$ cat config.mk
export PLATFORM = sky130hd
export DESIGN_NAME = bcm_csr
export DESIGN_NICKNAME = d
export VERILOG_FILES = /design/src/rtl/core/bcm_pkg.sv /design/src/rtl/core/bcm_csr.sv
export SDC_FILE = /design/constraint.sdc
export NUM_CORES = 1
export LEC_CHECK = 0
export BUFFER_PORTS_ARGS = -buffer_cell sky130_fd_sc_hd__buf_2
export CORE_ASPECT_RATIO = 1.4
export CORE_MARGIN = 10
export CORE_UTILIZATION = 43
export CTS_CLUSTER_SIZE = 30
export DETAILED_ROUTE_END_ITERATION = 10
export PLACE_DENSITY = 0.82
export SLEW_MARGIN = 10
export SYNTH_ARGS = -nofsm -noshare
export SYNTH_HDL_FRONTEND = slang
export SYNTH_SLANG_ARGS = --single-unit
$ cat constraint.sdc
create_clock -name clock -period 1.8 [get_ports clock]
set_clock_uncertainty 0.15 [all_clocks]
set_input_delay 0.36 -clock clock [delete_from_list [all_inputs] [get_ports clock]]
set_output_delay 0.36 -clock clock [all_outputs]
set_load 0.005 [all_outputs]
$ cat src/rtl/core/bcm_pkg.sv
// ----------------------------------------------------------------------------
// bcm_pkg
// Shared types, constants and register codes of the bright channel max filter.
// ----------------------------------------------------------------------------
package bcm_pkg;

   // default sizes of the line store, and the image height limit
   localparam int MAX_WIDTH_DEF  = 2048;
   localparam int MAX_WINDOW_DEF = 32;
   localparam int MAX_HEIGHT     = 2048;

   // field and counter widths
   localparam int PIX_W   = 8;
   localparam int DIM_W   = 12;
   localparam int WIN_W   = 6;
   localparam int POS_W   = 23;
   localparam int IDX_W   = 14;
   localparam int PROD_W  = 24;
   localparam int CSR_AW  = 4;
   localparam int CSR_DW  = 32;

   // register reset values
   localparam logic [DIM_W-1:0] WIDTH_RST  = 12'd640;
   localparam logic [DIM_W-1:0] HEIGHT_RST = 12'd480;
   localparam logic [WIN_W-1:0] WINDOW_RST = 6'd9;

   // register indexes
   localparam logic [1:0] REG_WIDTH  = 2'd0;
   localparam logic [1:0] REG_HEIGHT = 2'd1;
   localparam logic [1:0] REG_WINDOW = 2'd2;

   // request opcodes
   localparam logic OP_PIXEL = 1'b0;
   localparam logic OP_DRAIN = 1'b1;

   typedef struct packed {
      logic             opcode;
      logic [PIX_W-1:0] chan_first;
      logic [PIX_W-1:0] chan_second;
      logic [PIX_W-1:0] chan_third;
   } req_type;

   typedef struct packed {
      logic [PIX_W-1:0] bright_value;
      logic             row_end;
      logic             frame_end;
   } rsp_type;

   typedef struct packed {
      logic [DIM_W-1:0] image_width;
      logic [DIM_W-1:0] image_height;
      logic [WIN_W-1:0] window_size;
      logic             restart;
   } cfg_type;

endpackage

$ cat src/rtl/core/bcm_csr.sv
// ----------------------------------------------------------------------------
// bcm_csr
// Configuration registers behind an APB-style port, saturated on write.
// ----------------------------------------------------------------------------
module bcm_csr
   import bcm_pkg::*;
#(
   parameter int MaxWidth  = MAX_WIDTH_DEF,
   parameter int MaxWindow = MAX_WINDOW_DEF
) (
   input  logic              clock,
   input  logic              reset,
   input  logic              csr_psel,
   input  logic              csr_penable,
   input  logic              csr_pwrite,
   input  logic [CSR_AW-1:0] csr_paddr,
   input  logic [CSR_DW-1:0] csr_pwdata,
   output logic [CSR_DW-1:0] csr_prdata,
   output logic              csr_pready,
   output cfg_type           cfg
);

   logic [DIM_W-1:0] width_ff, width_in;
   logic [DIM_W-1:0] height_ff, height_in;
   logic [WIN_W-1:0] window_ff, window_in;
   logic             wr_stb;
   logic [1:0]       reg_idx;
   int               wv, hv, kv;

   assign csr_pready = 1'b1;
   assign wr_stb     = csr_psel && csr_penable && csr_pwrite;
   assign reg_idx    = csr_paddr[3:2];

   // saturate written values
   always_comb begin
      wv = int'(csr_pwdata[DIM_W-1:0]);
      kv = int'(csr_pwdata[WIN_W-1:0]);
      hv = wv;
      if (wv < 1) wv = 1;
      if (wv > MaxWidth) wv = MaxWidth;
      if (hv < 1) hv = 1;
      if (hv > MAX_HEIGHT) hv = MAX_HEIGHT;
      if (kv < 1) kv = 1;
      if (kv > MaxWindow) kv = MaxWindow;
   end

   // register update
   always_comb begin
      width_in  = width_ff;
      height_in = height_ff;
      window_in = window_ff;
      if (wr_stb) begin
         case (reg_idx)
            REG_WIDTH:  width_in  = DIM_W'(wv);
            REG_HEIGHT: height_in = DIM_W'(hv);
            REG_WINDOW: window_in = WIN_W'(kv);
            default:    ;
         endcase
      end
   end

   always_ff @(posedge clock) begin
      if (reset) begin
         width_ff  <= WIDTH_RST;
         height_ff <= HEIGHT_RST;
         window_ff <= WINDOW_RST;
      end else begin
         width_ff  <= width_in;
         height_ff <= height_in;
         window_ff <= window_in;
      end
   end

   // read back
   always_comb begin
      case (reg_idx)
         REG_WIDTH:  csr_prdata = CSR_DW'(width_ff);
         REG_HEIGHT: csr_prdata = CSR_DW'(height_ff);
         REG_WINDOW: csr_prdata = CSR_DW'(window_ff);
         default:    csr_prdata = '0;
      endcase
   end

   // any write to a known register restarts the frame
   assign cfg.image_width  = width_ff;
   assign cfg.image_height = height_ff;
   assign cfg.window_size  = window_ff;
   assign cfg.restart      = wr_stb && (reg_idx == REG_WIDTH || reg_idx == REG_HEIGHT
                                        || reg_idx == REG_WINDOW);

endmodule

==> run summary, run 1 <==
outcome = completed
power per cell area = 677.0 mW/mm^2
Post-synth EDFFs = 0
Tot Pwr = 1.409 mW
Clock Sink Count = 30
Skew-Pair Late Insertion Delay = 0.28 ns
Critical Path RT = 1.29 ns
P_int = 1.045 mW
leak pwr = 0.9549 nW
post-CTS sizing = 0
core area = 0.003709 sq mm
Top Ports = 105
post-synthesis cell area = 0.001683 sq mm
DRT Wirelength = 5.009 mm
CP max stage cell = buf_2
final hold vios = 0
clock root buffer master = clkbuf_8
cts hold-fix bufs = 0
setup bufs post-CTS = 0
initial antenna violation count = 0
worst hold path class = in -> reg
Top Family by Delay on Critical Path = buffers and inverters
Max VDD drop = 0.5772 mV
final worst slack = 0.08960 ns
die area = 0.006851 sq mm
Reg power frac = 48.2%
WP buf/inv = 3
fraction of registers with async set or reset after synthesis = 0%
final setup TNS = 0 ns
Sw Ratio = 25.87%
sw power = 364.6 uW
Final Slew Violations = 0
Cell Rows = 26
most area-hungry cell type in the Yosys netlist = dfxtp_1
Layout area overhead = 23.72%
CP Launch Type = input port
largest net degree at the start of global routing = 24
Vias = 1699
CP Max Fanout = 20
H-tree levels = 2
first-pass GRT wire length = 7.921 mm
Cells after Synth = 208
largest cells by area after synthesis = dfxtp_1 36%, buf_4 9.4%, o21ai_0 7.7%, mux2i_1 7.1%, a21oi_1 6.2%
Die X = 72.87 microns
Chip Height = 94.02 microns
r2r startpoint = height_ff[5]$_SDFFE_PP1P_
commonest non-fill, non-tap cells in the layout = 61 x buf_2, 30 x dfxtp_1, 26 x o21ai_0
DR WL/cell = 16.11 microns
Clock Pin Slew Worst Setup and Hold Paths = 0.06 ns
WP data arrival = 1.20 ns
Overall Global Routing Usage = 14.26%
DRC errors left = 0
RSZ-0062 raised after global routing = false
critical path's largest stage delay = 0.21 ns
DP Worst Slack = 0.1061 ns
most common cell after layout, fill and taps aside = buf_2
reg2reg setup slack = 0.93 ns
gr ovfl total = 0
clock power share = 37.7%
FMAX = 584.7 MHz
sequential area share after synthesis = 35.69%
DRT antenna net count = 0
RD Place Congestion = 0.8704
DR pass1 iterations = 4
worst-path cell chain = buf_2 -> buf_12 -> mux2i_1 -> o21ai_0 -> buf_2
CP most frequent cell = buf_2
WHS Path Cells = 2
Final setup viols = 0
Initial Util = 45.38%
number of synthesized register bits = 30
Logic pwr share = 14.1%
vias in the first global route = 1687
violation count after the first detailed-route iteration = 65
Final Cycle Share = 95.02%
Vias/cell = 5.463
Crit. End Element = primary output
layout cells sized above 1 = 30.48%
Netlist cell types = 28
reg2reg end = height_ff[5]$_SDFFE_PP1P_
CTS buffer count = 5
nets = 311
HPWL after DPL = 3.869 mm
fin crit period = 1.710 ns
CP Class = in -> out
Clock Tree Buf Depth = 2
dominant synthesized flop cell = dfxtp_1
min-delay src = reset
Synth top area share = 35.69%
ant diodes = 0
filler instances = 374
I/O Buffers = 61
Hold Path End = width_ff[8]$_SDFFE_PP0P_
Syn Area/Cell = 8.091 sq um
Max-Cap Viols = 0
Reg2Reg Depth = 2
synth warn = 0
CTS tree = done
## cell usage after synthesis (all sizes together) (7+ instances only)
library cell  instances
o21ai                33
buf                  30
dfxtp                30
a21oi                21
mux2i                12
nand2                10
clkbuf                9
inv                   7
nand3                 7
nand4b                7
nor2                  7
## how the worst max path moves through the flow
stage                 startpoint             to  slack (ns)  depth (start not counted)
finish              csr_paddr[2]  csr_prdata[3]        0.09                          5
global route        csr_paddr[2]  csr_prdata[4]        0.02                          6
CTS                 csr_paddr[2]  csr_prdata[3]        0.11                          5
detailed placement  csr_paddr[2]  csr_prdata[3]        0.11                          5
global placement    csr_paddr[2]  csr_prdata[3]        0.12                          5
floorplan           csr_paddr[2]  csr_prdata[0]        0.25                          5
## state kept, by name, indices dropped and copies added (netlist names)
register,count
window_ff,6
height_ff,12
width_ff,12
## stage by stage
stage	instance area [sq um]	util (%)	hold WS (ns)	instances
finish	2082	56.14	0.1688	311
global route	2082	56.14	0.1833	311
CTS	2082	56.14	0.1616	311
detailed placement	1999	53.91	0.3311	305
global placement	1999	53.91	0.3259	305
floorplan	1754	-	0.3289	227
## cell type report
cell class | count | area [sq um] | area share [%]
clock buffers | 6 | 82.58 | 3.966
repair buffers | 75 | 435.4 | 20.91
well taps | 42 | 52.55 | 2.524
multi-input cells | 150 | 880.8 | 42.31
inverters | 8 | 30.03 | 1.442
flip-flops and latches | 30 | 600.6 | 28.85
## power groups by stage
stage | sequential, mW | combinational [mW] | clock [mW]
floorplan | 0.694 | 0.134 | 0
global placement | 0.694 | 0.192 | 0
detailed placement | 0.694 | 0.195 | 0
CTS | 0.680 | 0.196 | 0.544
global route | 0.680 | 0.220 | 0.570
finish | 0.680 | 0.199 | 0.531
## kinds of logic (layout without fill, tap and decap cells)
logic type / count (synthesis) / in the layout / share of synthesized area [%]
other: 2 / 21 / 0.4463
AO/OA/AOI/OAI: 67 / 67 / 22.38
flip-flops: 30 / 30 / 35.69
multiplexers: 12 / 12 / 7.138
buffers and inverters: 47 / 89 / 16.21
AND/OR/NAND/NOR: 50 / 50 / 18.14
## metal layers
metal | GRT usage (%) | vias to the layer above | share of wire (%) | wire (microns)
met4 | 8.095 | 0 | 2.9 | 147
met3 | 6.032 | 13 | 11 | 542
met1 | 14.83 | 763 | 38 | 1887
met5 | 0 | - | 0 | 0
li1 | - | 841 | - | -
met2 | 23.33 | 82 | 49 | 2430
Note: power is estimated with default switching activity, not from simulation.
==> run 2, diff against run 1 <==
Settings changed: ABC_AREA from default to 1, CAP_MARGIN from default to 20, CORE_UTILIZATION 43 to 37, PLACE_DENSITY 0.82 to 0.78.
Clock period 1.8 ns to 1.4 ns, I/O delays scaled along.
==> run summary, run 2 <==
layout cells sized above 1 = 36.55% (was 30.48%)
Overall Global Routing Usage = 13.95% (was 14.26%)
CP Launch Type = input port (unchanged)
Clock Pin Slew Worst Setup and Hold Paths = 0.06 ns (about the same)
area occupied by multi-input gates = 733.2 sq um (was 880.8 sq um)
most area-hungry cell type in the Yosys netlist = dfxtp_1 (unchanged)
DRT Wirelength = 4.947 mm (was 5.009 mm)
DRC errors left = 0 (unchanged)
most frequent cell after synthesis = nand2_1 (was dfxtp_1)
filler instances = 391 (was 374)
Tot Pwr = 1.866 mW (was 1.409 mW)
CP Max Fanout = 3 (was 20)
Clock Tree Buf Depth = 2 (unchanged)
final worst slack = -0.03100 ns (was 0.08960 ns)
final core utilization = 50.93% (was 56.14%)
Chip Height = 95.72 microns (was 94.02 microns)
Critical Path RT = 0.97 ns (was 1.29 ns)
gr ovfl total = 0 (unchanged)
RD Place Congestion = 0.8683 (was 0.8704)
CP Class = in -> out (unchanged)
Post-synth EDFFs = 0 (unchanged)
largest net degree at the start of global routing = 18 (was 24)
I/O Buffers = 61 (unchanged)
core area = 0.003953 sq mm (was 0.003709 sq mm)
clock root buffer master = clkbuf_8 (unchanged)
Layout area overhead = 32.87% (was 23.72%)
first-pass GRT wire length = 7.748 mm (was 7.921 mm)
violation count after the first detailed-route iteration = 44 (was 65)
DP Worst Slack = -0.08028 ns (was 0.1061 ns)
sequential area share after synthesis = 39.64% (was 35.69%)
Final Cycle Share = 102.2%
Final setup viols = 1 (was 0)
fraction of registers with async set or reset after synthesis = 0% (unchanged)
RSZ-0062 raised after global routing = true (was false)
Syn Area/Cell = 7.080 sq um (was 8.091 sq um)
power per cell area = 927.0 mW/mm^2 (was 677.0 mW/mm^2)
Initial Util = 38.33% (was 45.38%)
final hold vios = 0 (unchanged)
reg2reg setup slack = 0.53 ns (was 0.93 ns)
DRT antenna net count = 0 (unchanged)
FMAX = 698.8 MHz
vias in the first global route = 1668 (was 1687)
failing checks = negative setup slack
Die X = 74.09 microns (was 72.87 microns)
largest registers = height_ff x12, width_ff x12, window_ff x6 (unchanged)
fin crit period = 1.431 ns
nets = 330 (was 311)
M2 GR Usage = 23.22% (was 23.33%)
WP data arrival = 1.00 ns (was 1.20 ns)
leak pwr = 1.028 nW (was 0.9549 nW)
met3 usage = 6.797% (was 6.032%)
Cell Rows = 27 (was 26)
CTS tree = done (unchanged)
M1 GR Usage = 14.00% (was 14.83%)
busiest grt layer = met2 (unchanged)
Final Slew Violations = 0 (unchanged)
largest cells by area after synthesis = dfxtp_1 40%, buf_4 11%, nand2_1 11%, a21oi_1 9.2%, o21ai_0 6.6% (was dfxtp_1 36%, buf_4 9.4%, o21ai_0 7.7%, mux2i_1 7.1%, a21oi_1 6.2%)
dominant synthesized flop cell = dfxtp_1 (unchanged)
Clock Sink Count = 30 (unchanged)
outcome = complete, but fails checks (was completed)
HPWL after DPL = 3.873 mm (was 3.869 mm)
initial antenna violation count = 0 (unchanged)
cts hold-fix bufs = 0 (unchanged)
Top Ports = 105 (unchanged)
ant diodes = 0 (unchanged)
Cells after Synth = 214 (was 208)
Skew-Pair Late Insertion Delay = 0.29 ns (was 0.28 ns)
Synth top area share = 39.64% (was 35.69%)
Crit. End Element = primary output (unchanged)
Vias/cell = 4.853 (was 5.463)
synth warn = 0 (unchanged)
CTS buffer count = 5 (unchanged)
Max VDD drop = 0.7172 mV (was 0.5772 mV)
die area = 0.007091 sq mm (was 0.006851 sq mm)
DR WL/cell = 14.86 microns (was 16.11 microns)
commonest non-fill, non-tap cells in the layout = 59 x buf_2, 42 x nand2_1, 28 x a21oi_1 (was 61 x buf_2, 30 x dfxtp_1, 26 x o21ai_0)
post-synthesis cell area = 0.001515 sq mm (was 0.001683 sq mm)
H-tree levels = 2 (unchanged)
worst hold path class = in -> reg (unchanged)
Netlist cell types = 18 (was 28)
DR pass1 iterations = 6 (was 4)
number of synthesized register bits = 30 (unchanged)
list of most frequent post-synthesis cells = 46 x nand2_1, 30 x dfxtp_1, 28 x a21oi_1, 23 x buf_4, 20 x o21ai_0 (was 30 x dfxtp_1, 26 x o21ai_0, 21 x a21oi_1, 21 x buf_4, 12 x mux2i_1)
Vias = 1616 (was 1699)
most common cell after layout, fill and taps aside = buf_2 (unchanged)
Max-Cap Viols = 0 (unchanged)
Register Area = 605.6 sq um (was 600.6 sq um)
## run 2: cell types whose count changed in the layout (fill, tap and decap cells not counted), sizes merged, moves of 7 or more
cell / before / now
mux2i: 12 / 0
nor2: 7 / 16
nand2: 10 / 47
o21ai: 33 / 23
nand4b: 7 / 0
inv: 7 / 15
nand3: 7 / 14
a21oi: 21 / 28
## run 2: where the power goes
part / switching, mW / leakage [nW] / internal [mW]
Sequential: 0.0123 / 0.243 / 0.872
Clock: 0.334 / 0.0482 / 0.396
Combinational: 0.146 / 0.737 / 0.107
Total: 0.492 / 1.03 / 1.37
## run 2: cells by family after synthesis
kind of cell           Yosys count  share of synthesized area (%)
AND/OR/NAND/NOR                 79                          21.72
AO/OA/AOI/OAI                   58                          20.81
buffers and inverters           45                          17.34
flip-flops                      30                          39.64
other                            2                         0.4956
## run 2: timing repair
| action | in CTS | in global routing |
|---|---|---|
| setup buffers | 3 | 0 |
| endpoints found under the setup margin | 12 | 13 |
| gates resized for setup | 19 | 5 |
| pin swaps | 2 | 1 |
## run 2: stage by stage
step	area, sq um	hold WS, ns	setup TNS, ns	cells
after floorplan	1587	0.2331	0	233
after global placement	1852	0.3130	-0.4779	322
after detailed placement	1852	0.3267	-0.6600	322
after CTS	2007	0.07334	0	333
after global routing	2013	0.1183	-0.1768	333
final	2013	0.07445	-0.03100	333
## run 2: final timing paths
path,end,startpoint,cells past startpoint
setup / recovery,csr_prdata[5],csr_paddr[2],6
hold / removal,window_ff[3]$_SDFFE_PP1P_,csr_pwdata[3],3
setup reg to reg,height_ff[2]$_SDFFE_PP0P_,height_ff[2]$_SDFFE_PP0P_,2
hold reg to reg,window_ff[5]$_SDFFE_PP0P_,window_ff[5]$_SDFFE_PP0P_,2
## run 2: final cells by class
type / count / share of cell area, %
Sequential cell: 30 / 30.08
Clock buffer: 7 / 4.288
Tap cell: 43 / 2.672
Multi-Input combinational cell: 158 / 36.42
Inverter: 15 / 3.045
Clock inverter: 1 / 0.2486
Timing Repair Buffer: 79 / 23.24
## run 2: worst max-delay path, stage by stage
cell      delay (ns)
buf_6           0.11
inv_4           0.05
nand2_2         0.06
buf_4           0.14
o211ai_1        0.21
buf_2           0.16
## run 2: layer usage
layer | vias up | part of all wire [%]
li1 | 811 | -
met2 | 63 | 48
met1 | 733 | 38
met3 | 9 | 12
met5 | - | 0
met4 | 0 | 2.4
==> run 3, diff against run 2 <==
Settings changed: ABC_AREA 1 to default, CORE_UTILIZATION 37 to 38, PLACE_DENSITY 0.78 to 0.77.
==> run summary, run 3 (synthesis gave the netlist of run 1 again) <==
layout cells sized above 1 = 39.65% (was 36.55%)
metal3 WL = 523 microns (was 580 microns)
Final Slew Violations = 0 (unchanged)
Layout area overhead = 40.89% (was 32.87%)
WP data arrival = 1.01 ns (was 1.00 ns)
largest net degree at the start of global routing = 20 (was 18)
Skew-Pair Late Insertion Delay = 0.27 ns (was 0.29 ns)
min-delay src = reset (was csr_pwdata[3])
RSZ-0062 raised after global routing = true (unchanged)
Top Ports = 105 (unchanged)
area occupied by multi-input gates = 917.1 sq um (was 733.2 sq um)
Initial Util = 39.37% (was 38.33%)
worst hold path class = in -> reg (unchanged)
HPWL after DPL = 4.108 mm (was 3.873 mm)
RD Place Congestion = 0.8538 (was 0.8683)
first-pass GRT wire length = 8.818 mm (was 7.748 mm)
final setup TNS = -0.06922 ns (was -0.03100 ns)
leak pwr = 1.084 nW (was 1.028 nW)
Vias/cell = 5.249 (was 4.853)
final core utilization = 55.47% (was 50.93%)
outcome = complete, but fails checks (unchanged)
final worst slack = -0.04059 ns (was -0.03100 ns)
CP Capture Point = csr_prdata[5] (unchanged)
WL met2 = 2.887 mm (was 2.365 mm)
final hold vios = 0 (unchanged)
reg2reg end = window_ff[0]$_SDFFE_PP1P_ (was height_ff[2]$_SDFFE_PP0P_)
clock root buffer master = clkbuf_8 (unchanged)
gr ovfl total = 0 (unchanged)
nets = 325 (was 330)
fin crit period = 1.441 ns (was 1.431 ns)
CP Launch Type = flop (was input port)
initial antenna violation count = 0 (unchanged)
reg2reg setup slack = 0.50 ns (was 0.53 ns)
Overall Global Routing Usage = 14.15% (was 13.95%)
CP Class = reg -> out (was in -> out)
Final setup viols = 3 (was 1)
r2r startpoint = window_ff[0]$_SDFFE_PP1P_ (was height_ff[2]$_SDFFE_PP0P_)
core area = 0.004274 sq mm (was 0.003953 sq mm)
largest registers = height_ff x12, width_ff x12, window_ff x6 (unchanged)
DR WL/cell = 16.59 microns (was 14.86 microns)
CTS tree = done (unchanged)
crit path from = width_ff[5]$_SDFFE_PP0P_ (was csr_paddr[2])
Critical Path RT = 0.97 ns (about the same)
Max VDD drop = 0.4129 mV (was 0.7172 mV)
DR pass1 iterations = 4 (was 6)
Chip Height = 98.74 microns (was 95.72 microns)
Max-Cap Viols = 0 (unchanged)
Die X = 76.25 microns (was 74.09 microns)
I/O Buffers = 61 (unchanged)
H-tree levels = 2 (unchanged)
Top Layer Used = met4 (unchanged)
die area = 0.007528 sq mm (was 0.007091 sq mm)
Crit. End Element = primary output (unchanged)
CTS buffer count = 5 (unchanged)
Reg2Reg Depth = 2 (unchanged)
ant diodes = 0 (unchanged)
Metal-1 WL = 2.204 mm (was 1.884 mm)
Clock Tree Buf Depth = 2 (unchanged)
most common cell after layout, fill and taps aside = buf_2 (unchanged)
vias in the first global route = 1813 (was 1668)
Vias = 1811 (was 1616)
power per cell area = 809.8 mW/mm^2 (was 927.0 mW/mm^2)
Clock Pin Slew Worst Setup and Hold Paths = 0.06 ns (about the same)
failing checks = negative setup slack (unchanged)
violation count after the first detailed-route iteration = 137 (was 44)
DRT antenna net count = 0 (unchanged)
DRC errors left = 0 (unchanged)
Clock Sink Count = 30 (unchanged)
FMAX = 694.2 MHz (was 698.8 MHz)
DP Worst Slack = -0.1425 ns (was -0.08028 ns)
Register Area = 615.6 sq um (was 605.6 sq um)
commonest non-fill, non-tap cells in the layout = 60 x buf_2, 21 x o21ai_0, 21 x a21oi_1, 21 x conb_1, 21 x buf_4 (was 59 x buf_2, 42 x nand2_1, 28 x a21oi_1)
CP Max Fanout = 3 (unchanged)
filler instances = 418 (was 391)
DRT Wirelength = 5.724 mm (was 4.947 mm)
Final Cycle Share = 102.9% (was 102.2%)
Cell Rows = 28 (was 27)
-- run 3: area by class of cell --
cell class              instances  area share (%)
multi-input cells             150           38.68
clock inverters                 1          0.2111
inverters                       8           1.266
repair buffers                 89           27.07
well taps                      60           3.166
clock buffers                   7           3.641
flip-flops and latches         30           25.96
-- run 3: how the worst min path moves through the flow --
| stage | endpoint | slack, ns | depth (start not counted) |
|---|---|---|---|
| 3_5_place_dp | height_ff[4]$_SDFFE_PP0P_ | 0.33 | 2 |
| 4_1_cts | width_ff[6]$_SDFFE_PP0P_ | 0.09 | 2 |
| 6_report | width_ff[6]$_SDFFE_PP0P_ | 0.1 | 2 |
| 3_3_place_gp | height_ff[4]$_SDFFE_PP0P_ | 0.32 | 2 |
| 2_1_floorplan | window_ff[5]$_SDFFE_PP0P_ | 0.28 | 2 |
| 5_1_grt | width_ff[6]$_SDFFE_PP0P_ | 0.11 | 2 |
-- run 3: power breakdown --
| part | internal, mW | leakage, nW | switching [mW] |
|---|---|---|---|
| clock | 0.396 | 0.0482 | 0.311 |
| sequential | 0.866 | 0.248 | 0.00910 |
| combinational | 0.162 | 0.788 | 0.176 |
-- run 3: worst max-delay path, stage by stage (launching register included) --
cell     delay [ns]
dfxtp_2        0.33
mux2i_1        0.18
o21ai_2        0.09
buf_2          0.13
-- run 3: through the flow --
stage,total power [mW],std cells,instance area (sq um),hold WS (ns)
4_1_cts,1.917,344,2338,0.08678
2_1_floorplan,1.065,227,1754,0.2777
3_3_place_gp,1.159,330,2087,0.3246
5_1_grt,1.984,345,2371,0.1095
3_5_place_dp,1.163,330,2087,0.3289
6_report,1.920,345,2371,0.09670
-- run 3: what timing repair did --
item	4_1_cts	5_1_grt
gates cloned	3	1
pin swaps	1	2
endpoints found under the setup margin	12	9
hold buffers	0	0
resized for setup	21	12
buffers inserted	3	0
-- run 3: per-layer routing --
metal  GRT usage, %  vias to the layer above
li1               -                      866
met1          14.22                      851
met2          25.33                       85
met3          4.818                        9
met4          7.317                        0
met5              0                        -
